--- src/design/nsf_pkg.sv ---
package nsf_pkg;

    localparam int unsigned BYTE_W  = 8;
    localparam int unsigned COUNT_W = 32;

    localparam logic [BYTE_W-1:0] MAX_BODY_LEN_RESET = 8'd82;

    localparam logic [BYTE_W-1:0] CH_DOLLAR = 8'h24;
    localparam logic [BYTE_W-1:0] CH_STAR   = 8'h2A;
    localparam logic [BYTE_W-1:0] CH_CR     = 8'h0D;
    localparam logic [BYTE_W-1:0] CH_LF     = 8'h0A;
    localparam logic [BYTE_W-1:0] CH_ZERO   = 8'h30;
    localparam logic [BYTE_W-1:0] CH_NINE   = 8'h39;
    localparam logic [BYTE_W-1:0] CH_UP_A   = 8'h41;
    localparam logic [BYTE_W-1:0] CH_UP_F   = 8'h46;
    localparam logic [BYTE_W-1:0] CH_LO_A   = 8'h61;
    localparam logic [BYTE_W-1:0] CH_LO_F   = 8'h66;
    localparam logic [BYTE_W-1:0] UP_OFFSET = 8'h37;
    localparam logic [BYTE_W-1:0] LO_OFFSET = 8'h57;

    typedef enum logic [2:0] {
        PH_HUNT = 3'd0,
        PH_BODY = 3'd1,
        PH_HI   = 3'd2,
        PH_LO   = 3'd3,
        PH_LF   = 3'd4
    } phase_t;

    typedef enum logic [2:0] {
        EV_NONE        = 3'd0,
        EV_OK_VERIFIED = 3'd1,
        EV_OK_PLAIN    = 3'd2,
        EV_RESTART     = 3'd3,
        EV_TOO_LONG    = 3'd4,
        EV_NON_HEX     = 3'd5,
        EV_MISMATCH    = 3'd6
    } event_t;

    typedef struct packed {
        logic       ok;
        logic [3:0] val;
    } hex_t;

    function automatic hex_t hex_decode(input logic [BYTE_W-1:0] ch);
        hex_t              h;
        logic [BYTE_W-1:0] d;
        h = '0;
        d = '0;
        if (ch >= CH_ZERO && ch <= CH_NINE) begin
            d = ch - CH_ZERO;
            h.ok = 1'b1;
        end else if (ch >= CH_UP_A && ch <= CH_UP_F) begin
            d = ch - UP_OFFSET;
            h.ok = 1'b1;
        end else if (ch >= CH_LO_A && ch <= CH_LO_F) begin
            d = ch - LO_OFFSET;
            h.ok = 1'b1;
        end
        h.val = d[3:0];
        return h;
    endfunction

endpackage

--- src/design/nmea_sentence_framer.sv ---
// NMEA 0183 sentence framer: takes one received byte per beat, hunts for '$', passes body
// bytes out as payload while keeping their running XOR, parses the two hex digits after '*'
// and closes the sentence on LF, reporting one result beat per input beat with the sentence
// event and saturating good and discarded counts. Throughput is one byte per clock; each
// result appears in the output register in the cycle after its byte is taken, and the input
// keeps flowing while that register is being drained, stalling only when a held result is
// not taken. max_body_length is written through cfg_we/cfg_wdata and resets to 82.
module nmea_sentence_framer (
    input  logic                          aclk,
    input  logic                          aresetn,
    input  logic                          cfg_we,
    input  logic [nsf_pkg::BYTE_W-1:0]    cfg_wdata,
    input  logic                          s_valid,
    output logic                          s_ready,
    input  logic [nsf_pkg::BYTE_W-1:0]    s_rx_byte,
    output logic                          m_valid,
    input  logic                          m_ready,
    output logic                          m_payload_valid,
    output logic [nsf_pkg::BYTE_W-1:0]    m_payload_byte,
    output logic                          m_sentence_start,
    output logic [2:0]                    m_event_res,
    output logic [nsf_pkg::BYTE_W-1:0]    m_body_length,
    output logic [nsf_pkg::BYTE_W-1:0]    m_computed_checksum,
    output logic [nsf_pkg::BYTE_W-1:0]    m_parsed_checksum,
    output logic                          m_checksum_seen,
    output logic [nsf_pkg::COUNT_W-1:0]   m_decoded_total,
    output logic [nsf_pkg::COUNT_W-1:0]   m_discarded_total
);
    import nsf_pkg::*;

    localparam logic [COUNT_W-1:0] COUNT_MAX = '1;

    logic                accept;
    logic [BYTE_W-1:0]   max_len_reg;

    phase_t              phase_reg, phase_next;
    logic [BYTE_W-1:0]   len_reg, len_next;
    logic [BYTE_W-1:0]   xor_reg, xor_next;
    logic [BYTE_W-1:0]   hi_char_reg, hi_char_next;
    logic [BYTE_W-1:0]   parsed_reg, parsed_next;
    logic                has_cks_reg, has_cks_next;
    logic [COUNT_W-1:0]  good_reg, good_next;
    logic [COUNT_W-1:0]  bad_reg, bad_next;

    logic                pv, start, snap, clr, good_inc, bad_inc;
    logic [BYTE_W-1:0]   pb;
    event_t              ev;
    hex_t                hex_hi, hex_lo;

    logic                m_valid_reg;
    logic                pv_reg, start_reg, seen_reg;
    logic [BYTE_W-1:0]   pb_reg, blen_reg, cks_reg, rcks_reg;
    event_t              ev_reg;
    logic [COUNT_W-1:0]  dec_reg, disc_reg;

    assign s_ready = !m_valid_reg || m_ready;
    assign accept  = s_valid && s_ready;

    always_ff @(posedge aclk) begin
        if (!aresetn) begin
            max_len_reg <= MAX_BODY_LEN_RESET;
        end else if (cfg_we) begin
            max_len_reg <= cfg_wdata;
        end
    end

    assign hex_hi = hex_decode(hi_char_reg);
    assign hex_lo = hex_decode(s_rx_byte);

    always_comb begin
        phase_next   = phase_reg;
        len_next     = len_reg;
        xor_next     = xor_reg;
        hi_char_next = hi_char_reg;
        parsed_next  = parsed_reg;
        has_cks_next = has_cks_reg;
        pv           = 1'b0;
        pb           = '0;
        start        = 1'b0;
        snap         = 1'b0;
        clr          = 1'b0;
        good_inc     = 1'b0;
        bad_inc      = 1'b0;
        ev           = EV_NONE;

        unique case (phase_reg)
            PH_BODY: begin
                if (s_rx_byte == CH_DOLLAR) begin
                    snap    = 1'b1;
                    ev      = EV_RESTART;
                    bad_inc = 1'b1;
                    clr     = 1'b1;
                    start   = 1'b1;
                end else if (s_rx_byte == CH_STAR) begin
                    has_cks_next = 1'b1;
                    phase_next   = PH_HI;
                end else if (s_rx_byte == CH_CR) begin
                    has_cks_next = 1'b0;
                    phase_next   = PH_LF;
                end else if (s_rx_byte == CH_LF) begin
                    snap     = 1'b1;
                    ev       = EV_OK_PLAIN;
                    good_inc = 1'b1;
                    clr      = 1'b1;
                end else if (len_reg >= max_len_reg) begin
                    snap    = 1'b1;
                    ev      = EV_TOO_LONG;
                    bad_inc = 1'b1;
                    clr     = 1'b1;
                end else begin
                    pv       = 1'b1;
                    pb       = s_rx_byte;
                    len_next = len_reg + 8'd1;
                    xor_next = xor_reg ^ s_rx_byte;
                end
            end
            PH_HI: begin
                hi_char_next = s_rx_byte;
                phase_next   = PH_LO;
            end
            PH_LO: begin
                if (hex_hi.ok && hex_lo.ok) begin
                    parsed_next = {hex_hi.val, hex_lo.val};
                    phase_next  = PH_LF;
                end else begin
                    snap    = 1'b1;
                    ev      = EV_NON_HEX;
                    bad_inc = 1'b1;
                    clr     = 1'b1;
                end
            end
            PH_LF: begin
                if (s_rx_byte == CH_LF) begin
                    snap = 1'b1;
                    clr  = 1'b1;
                    if (has_cks_reg && xor_reg != parsed_reg) begin
                        ev      = EV_MISMATCH;
                        bad_inc = 1'b1;
                    end else begin
                        ev       = has_cks_reg ? EV_OK_VERIFIED : EV_OK_PLAIN;
                        good_inc = 1'b1;
                    end
                end else if (s_rx_byte == CH_DOLLAR) begin
                    snap    = 1'b1;
                    ev      = EV_RESTART;
                    bad_inc = 1'b1;
                    clr     = 1'b1;
                    start   = 1'b1;
                end
            end
            default: begin
                // hunting, and any code that means nothing
                if (s_rx_byte == CH_DOLLAR) begin
                    clr   = 1'b1;
                    start = 1'b1;
                end
            end
        endcase

        if (clr) begin
            phase_next   = PH_HUNT;
            len_next     = '0;
            xor_next     = '0;
            hi_char_next = '0;
            parsed_next  = '0;
            has_cks_next = 1'b0;
        end
        if (start) begin
            phase_next = PH_BODY;
        end

        good_next = (good_inc && good_reg != COUNT_MAX) ? good_reg + 32'd1 : good_reg;
        bad_next  = (bad_inc && bad_reg != COUNT_MAX) ? bad_reg + 32'd1 : bad_reg;
    end

    always_ff @(posedge aclk) begin
        if (!aresetn) begin
            phase_reg   <= PH_HUNT;
            len_reg     <= '0;
            xor_reg     <= '0;
            hi_char_reg <= '0;
            parsed_reg  <= '0;
            has_cks_reg <= 1'b0;
            good_reg    <= '0;
            bad_reg     <= '0;
        end else if (accept) begin
            phase_reg   <= phase_next;
            len_reg     <= len_next;
            xor_reg     <= xor_next;
            hi_char_reg <= hi_char_next;
            parsed_reg  <= parsed_next;
            has_cks_reg <= has_cks_next;
            good_reg    <= good_next;
            bad_reg     <= bad_next;
        end
    end

    // result register; a sentence-ending event shows the sentence before it is cleared
    always_ff @(posedge aclk) begin
        if (!aresetn) begin
            m_valid_reg <= 1'b0;
        end else if (accept) begin
            m_valid_reg <= 1'b1;
        end else if (m_ready) begin
            m_valid_reg <= 1'b0;
        end
    end

    always_ff @(posedge aclk) begin
        if (accept) begin
            pv_reg    <= pv;
            pb_reg    <= pb;
            start_reg <= start;
            ev_reg    <= ev;
            blen_reg  <= snap ? len_reg : len_next;
            cks_reg   <= snap ? xor_reg : xor_next;
            rcks_reg  <= snap ? parsed_reg : parsed_next;
            seen_reg  <= snap ? has_cks_reg : has_cks_next;
            dec_reg   <= good_next;
            disc_reg  <= bad_next;
        end
    end

    assign m_valid             = m_valid_reg;
    assign m_payload_valid     = pv_reg;
    assign m_payload_byte      = pb_reg;
    assign m_sentence_start    = start_reg;
    assign m_event_res         = ev_reg;
    assign m_body_length       = blen_reg;
    assign m_computed_checksum = cks_reg;
    assign m_parsed_checksum   = rcks_reg;
    assign m_checksum_seen     = seen_reg;
    assign m_decoded_total     = dec_reg;
    assign m_discarded_total   = disc_reg;

    a_good_monotonic: assert property (@(posedge aclk) disable iff (!aresetn)
        $past(aresetn) |-> good_reg >= $past(good_reg))
        else $error("good count went down");

    a_bad_monotonic: assert property (@(posedge aclk) disable iff (!aresetn)
        $past(aresetn) |-> bad_reg >= $past(bad_reg))
        else $error("discard count went down");

    a_payload_no_event: assert property (@(posedge aclk) disable iff (!aresetn)
        m_valid_reg && pv_reg |-> ev_reg == EV_NONE)
        else $error("payload beat carries an event");

    a_start_enters_body: assert property (@(posedge aclk) disable iff (!aresetn)
        accept && start |=> phase_reg == PH_BODY)
        else $error("sentence start did not enter body");

    a_end_returns_hunt: assert property (@(posedge aclk) disable iff (!aresetn)
        accept && ev != EV_NONE && ev != EV_RESTART |=> phase_reg == PH_HUNT && len_reg == '0)
        else $error("ended sentence not cleared");

endmodule

--- config.mk ---
export PLATFORM = sky130hd
export DESIGN_NAME = nmea_sentence_framer
export DESIGN_NICKNAME = d
export VERILOG_FILES = /design/src/design/nsf_pkg.sv /design/src/design/nmea_sentence_framer.sv
export SDC_FILE = /design/constraint.sdc
export NUM_CORES = 1
export LEC_CHECK = 0
export BUFFER_PORTS_ARGS = -buffer_cell sky130_fd_sc_hd__buf_4
export CORE_MARGIN = 2
export CORE_UTILIZATION = 32
export DETAILED_ROUTE_END_ITERATION = 10
export GPL_ROUTABILITY_DRIVEN = 0
export PLACE_DENSITY = 0.49
export SLEW_MARGIN = 10
export SYNTH_ARGS = -nofsm -noshare
export SYNTH_HDL_FRONTEND = slang
export SYNTH_SLANG_ARGS = --single-unit
--- constraint.sdc ---
create_clock -name aclk -period 5.5 [get_ports aclk]
set_input_delay 0.275 -clock aclk [delete_from_list [all_inputs] [get_ports aclk]]
set_output_delay 0.275 -clock aclk [all_outputs]
set_load 0.01 [all_outputs]
Word level (Yosys, flattened, before mapping). Index checks and enable logic that the tools add are counted.

Register bits: 211. Input bits: 21. Logic and storage cells: 168.

Add/subtract/negate cells: 9. $lt $le $gt $ge: 13. Equal/unequal tests: 14. Mux-type cells: 89. Bitwise logic cells: 2. Reduce and logical (&&, ||, !) cells: 21.

Operator list (number): 8-bit two-way mux (22); 32-bit by 1-bit adder with 32-bit output, second input constant (2); 32-bit two-way mux (2); 32-bit != test, second input constant (2); 3-bit two-way mux (14); 1-bit two-way mux (36); 8-bit by 7-bit >= comparator with 1-bit output, second input constant (4); 8-bit by 7-bit <= comparator with 1-bit output, second input constant (4); 4-bit two-way mux (6); 3-bit one-hot mux with 3 select lines (2); 8-bit by 4-bit equality test with 1-bit output, second input constant (2); 8-bit by 6-bit equality test with 1-bit output, second input constant (2); 8-bit by 6-bit >= comparator with 1-bit output, second input constant (2); 8-bit by 6-bit <= comparator with 1-bit output, second input constant (2); 4-bit by 3-bit subtractor with 4-bit output, second input constant (4); 1-bit logical AND (11); 8-bit by 1-bit adder with 8-bit output, second input constant (1); 8-bit >= comparator (1); 4-bit != test, second input constant (2); 8-bit != test (1); 4-bit by 1-bit subtractor with 4-bit output, second input constant (2); 8-bit XOR (1); 3-bit by 2-bit equality test with 1-bit output, second input constant (2); 1-bit one-hot mux with 3 select lines (2); other kinds (16) (19).

Depth between registers and ports, before layout.
Depth in word-level cells: 10. Depth in mapped cells: 13. Depth with buffers taken out: 9.

Worst setup path after synthesis. OpenSTA, ideal clock, no wires.

Path type: register to register. Start point: register m_valid_reg (netlist: m_valid). End point: register hi_char_reg[7]. Setup time: 0.128 ns. Arrival time: 4.705 ns. Required time: 5.372 ns. Setup slack: 0.667 ns. Cell stages (with the launch flop): 8. Path buffers: 1. Cell sequence: dfxtp_1 nand2b_1 nand2_1 inv_1 clkbuf_1 o31ai_2 a22oi_1 nor2_1.

Longest elaborated chain between the ends: 4.

RTL lines: start: declaration (RTL line nmea_sentence_framer.sv:50) `logic m_valid_reg;`; start signal: assignment (RTL line nmea_sentence_framer.sv:201) `m_valid_reg <= 1'b0;`; start signal: assignment (RTL line nmea_sentence_framer.sv:203) `m_valid_reg <= 1'b1;`; start signal: assignment (RTL line nmea_sentence_framer.sv:205) `m_valid_reg <= 1'b0;`; 1-bit logical NOT (RTL line nmea_sentence_framer.sv:56) `assign s_ready = !m_valid_reg || m_ready;`; 1-bit logical OR (RTL line nmea_sentence_framer.sv:56); net s_ready (RTL line nmea_sentence_framer.sv:14) `output logic s_ready,`; 1-bit logical AND (RTL line nmea_sentence_framer.sv:57) `assign accept = s_valid && s_ready;`; net accept (RTL line nmea_sentence_framer.sv:33) `logic accept;`; 2-bit AND reduction (no line); end signal: assignment (RTL line nmea_sentence_framer.sv:190) `hi_char_reg <= hi_char_next;`; end: declaration (RTL line nmea_sentence_framer.sv:39) `logic [BYTE_W-1:0] hi_char_reg, hi_char_next;`.

The timed path passes the listed nets, and every way through them passes these cells. A chain may end at the register's enable or synchronous reset.

Worst setup path after layout.
Start point: register hi_char_reg[0]. End point: register disc_reg[1] (netlist: m_discarded_total[1]) (data pin).

Longest elaborated chain between the ends: 10. Elaborated cells between the ends (all ways): 17.

RTL lines: 8-bit by 7-bit >= comparator with 1-bit output / 8-bit by 7-bit <= comparator with 1-bit output (equally long branches) (RTL line nsf_pkg.sv:55) `end else if (ch >= CH_LO_A && ch <= CH_LO_F) begin`; 1-bit logical AND (RTL line nsf_pkg.sv:55); 1-bit two-way mux (RTL line nsf_pkg.sv:55); 1-bit two-way mux (RTL line nsf_pkg.sv:52) `end else if (ch >= CH_UP_A && ch <= CH_UP_F) begin`; 1-bit two-way mux * (RTL line nsf_pkg.sv:49) `if (ch >= CH_ZERO && ch <= CH_NINE) begin`; 1-bit logical AND * (RTL line nmea_sentence_framer.sv:122) `if (hex_hi.ok && hex_lo.ok) begin`; 1-bit two-way mux * (RTL line nmea_sentence_framer.sv:122); 1-bit one-hot mux with 3 select lines * (RTL line nmea_sentence_framer.sv:86) `unique case (phase_reg)`; 1-bit logical AND * (RTL line nmea_sentence_framer.sv:173) `bad_next = (bad_inc && bad_reg != COUNT_MAX) ? bad_reg + 32'd1 : bad_reg;`; 32-bit two-way mux * (RTL line nmea_sentence_framer.sv:173); net bad_next[1] (RTL line nmea_sentence_framer.sv:43) `logic [COUNT_W-1:0] bad_reg, bad_next;`; end signal: assignment (RTL line nmea_sentence_framer.sv:220) `disc_reg <= bad_next;`; end: declaration (RTL line nmea_sentence_framer.sv:54) `logic [COUNT_W-1:0] dec_reg, disc_reg;`.

The timed path passes the listed nets; every way through them passes the cells marked *.

==> results.sh <==
export IMPL_pin_count=125
export IMPL_die_h_um=188
export IMPL_totalWireLength_um=28100
export IMPL_fin_crit_ns=3.52
export IMPL_wl_per_cell_um=16.9
export IMPL_core_area_um2=33400
export IMPL_fin_crit_sh=0.640
export IMPL_grt_max_degree=87
export IMPL_clockRootBuffer="clkbuf_16"
export IMPL_synth_top_area_frac=0.284
export IMPL_cts_sinks=211
export IMPL_avgSynthCellArea_um2=9.88
export IMPL_worst_slew_pin_slew_ns=0.994
export IMPL_finalSetupViolations=0
export IMPL_syn2layout_area_growth_pct=20.5
export IMPL_die_width_um=188
export IMPL_clk_pin_slew_ns=0.07
export IMPL_rsz0062_at_grt="false"
export IMPL_min_to="hi_char_reg[1]"
export IMPL_min_from="s_rx_byte[1]"
export IMPL_yosysMostFrequentCell="dfxtp_1"
export IMPL_final_setup_tns_ns=0
export IMPL_power_density_nw_per_um2=276
export IMPL_critPathCaptureType="register"
export IMPL_crit_path_max_incr_delay_ns=0.57
export IMPL_hp_class="primary input to register"
export IMPL_ys_seq_elements=211
export IMPL_maxSlewViolCount=0
export IMPL_grt_pass1_wl_um=45300
export IMPL_port_buffers=124
export IMPL_critPathKind="register to register"
export IMPL_synthArstFlopShare=0
export IMPL_die_area_um2=35200
export IMPL_cts_tree="built"
export IMPL_max_slew_margin=0.336
export IMPL_postCtsResizedCells=0
export IMPL_start_kind="register"
export IMPL_cts_buffers=24
export IMPL_syn_nets=1131
export IMPL_critPathArrivalTime_ns=3.78
export IMPL_r2r_end="m_discarded_total[1]"
export IMPL_min_path_cells=3
export IMPL_hold_viol=0
export IMPL_yosys_top_cells_count="dfxtp_1 (109), nor2_1 (107), edfxtp_1 (102), nand2_1 (98), xor2_1 (55)"
export IMPL_status="finished clean"
export IMPL_crit_buf_inv=1
export IMPL_post_dp_hpwl_um=18700
export IMPL_synth_edff_count=102
export IMPL_nets=1240
export IMPL_yosysSeqAreaShare=0.486
export IMPL_overflow=0
export IMPL_via_count=8481
export IMPL_rows=67
export IMPL_synth_area_um2=10800
export IMPL_cp_cell_sequence="ha_1, o21bai_1, a2111oi_4, o22ai_2, a211o_1, o21ai_4, buf_4, mux2_1"
export IMPL_synth_ff_type="dfxtp_1"
export IMPL_grtUsageTotal=0.157
export IMPL_synthTopCellsByArea="edfxtp_1 (28%), dfxtp_1 (20%), xor2_1 (4.5%)"
export IMPL_grt_antenna_before_repair=0
export IMPL_initial_utilization=0.323
export IMPL_post_place_ws_ns=1.86
export IMPL_cts_buffer_depth=3
export IMPL_p_leak_uw=0.00480
export IMPL_cp_max_fo=23
export IMPL_reg2reg_slack_ns=1.98
export IMPL_ir_drop_mv=0.186
export IMPL_drive_gt1_frac=0.167
export IMPL_postSynthCellCount=1091
export IMPL_dr_pass1_iters=5
export IMPL_worst_path_max_delay_cell="a2111oi_4"
export IMPL_worst_clock_skew_ns=0.0180
export IMPL_crit_required_ns=5.76
export IMPL_yosys_warnings=0
export IMPL_insertion_delay_ns=0.52
export IMPL_crit_family="compound AO/OA/AOI/OAI gates"
export IMPL_vias_per_cell=5.09
export IMPL_worst_slack_ns=1.98
export IMPL_drc=0
export IMPL_grt_pass1_vias=8182
export IMPL_htree_levels=1
export IMPL_synth_cell_type_count=76
export IMPL_synth_top_area_cell="edfxtp_1"
export IMPL_antenna_left=0
export IMPL_max_cap_violations=0
export IMPL_antenna_diode_count=0
export IMPL_r2r_cells=8
export IMPL_drt_iter0_drc=450
export IMPL_fmaxAchievable_mhz=284
export IMPL_rr_startpoint="hi_char_reg[0]"
per-layer routing:
metal / global-route usage / part of all wire / vias to the layer above
met4: 0.0382 / 0.020 / 0
met2: 0.250 / 0.44 / 198
met5: 0 / 0 / -
met1: 0.224 / 0.49 / 4006
met3: 0.0238 / 0.050 / 41
li1: - / - / 4236
cell families (layout without fill, tap and decap cells):
group | count (synthesis) | count (layout) | share of synthesized area
adders and majority gates | 19 | 19 | 0.0220
DFF | 211 | 211 | 0.486
xor gates and xnor gates | 105 | 105 | 0.0853
AOI/OAI and AO/OA | 177 | 177 | 0.119
and+or+nand+nor | 472 | 472 | 0.230
muxes | 23 | 23 | 0.0215
buffers and inverters | 84 | 211 | 0.0360
through the flow:
step	cell area, µm²	std cells	utilization	total power (µW)	hold slack (ns)
floorplan	10800	1091	-	1830	0.404
global placement	12100	1613	0.361	1930	0.463
detailed placement	12100	1613	0.361	1930	0.471
CTS	13000	1665	0.389	3650	0.000741
global route	13000	1666	0.389	3720	0.100
finish	13000	1666	0.389	3590	0.0942
where the power goes:
part	internal (µW)	switching, µW	total, µW	leakage (µW)
clock	1050	648	1700	0.000414
combinational	74.6	120	194	0.00248
sequential	1680	15.0	1700	0.00190
worst register-to-register path, cell delays in order (launching register included):
cell	delay, ns
dfxtp_1	0.48
ha_1	0.23
o21bai_1	0.12
a2111oi_4	0.57
o22ai_2	0.21
a211o_1	0.41
o21ai_4	0.51
buf_4	0.37
mux2_1	0.35
worst max-delay path by stage:
stage                               from                    to  slack [ns]  depth (start not counted)
after floorplan                  m_valid        hi_char_reg[7]        0.67                          7
after global placement      s_rx_byte[1]  m_discarded_total[1]        1.93                         10
after detailed placement    s_rx_byte[1]  m_discarded_total[1]        1.86                         10
after CTS                 hi_char_reg[0]  m_discarded_total[1]        1.94                          8
after global routing      hi_char_reg[0]  m_discarded_total[1]        1.69                          8
final                     hi_char_reg[0]  m_discarded_total[1]        1.98                          8
final cells by class:
cell class / count / area [µm²]
Sequential cell: 211 / 5250
Multi-Input combinational cell: 796 / 5150
Tap cell: 448 / 561
Timing Repair Buffer: 144 / 1100
Clock inverter: 8 / 113
Inverter: 23 / 90.1
Fill cell: 3397 / 20400
Clock buffer: 36 / 727
cell usage in the layout (no fill, tap or decap), types with 6 or more instances in the layout:
cell type,n
clkbuf_16,25
a22oi_1,13
dlygate4sd3_1,9
xor2_1,55
nor3_1,44
clkbuf_8,6
o211ai_1,12
nor3b_1,6
nor4_1,23
a31oi_1,19
edfxtp_1,102
nand3_1,38
buf_4,135
a21oi_1,44
nor2_1,107
mux2i_1,22
o21ai_0,8
inv_1,21
dfxtp_1,109
nand4_1,31
o2bb2ai_1,6
or4_1,26
o21a_1,9
xnor2_1,50
or3_1,14
nand2_1,97
and2_1,15
ha_1,19
o31ai_1,22
and3_1,10
nand2b_1,23
nor2b_1,8
what timing repair did:
action | 4_1_cts | 5_1_grt
setup buffers | 0 | 0
hold buffers | 8 | 1
endpoints found under the hold margin | 8 | 1
No activity file was read; power rests on OpenSTA's default activity.
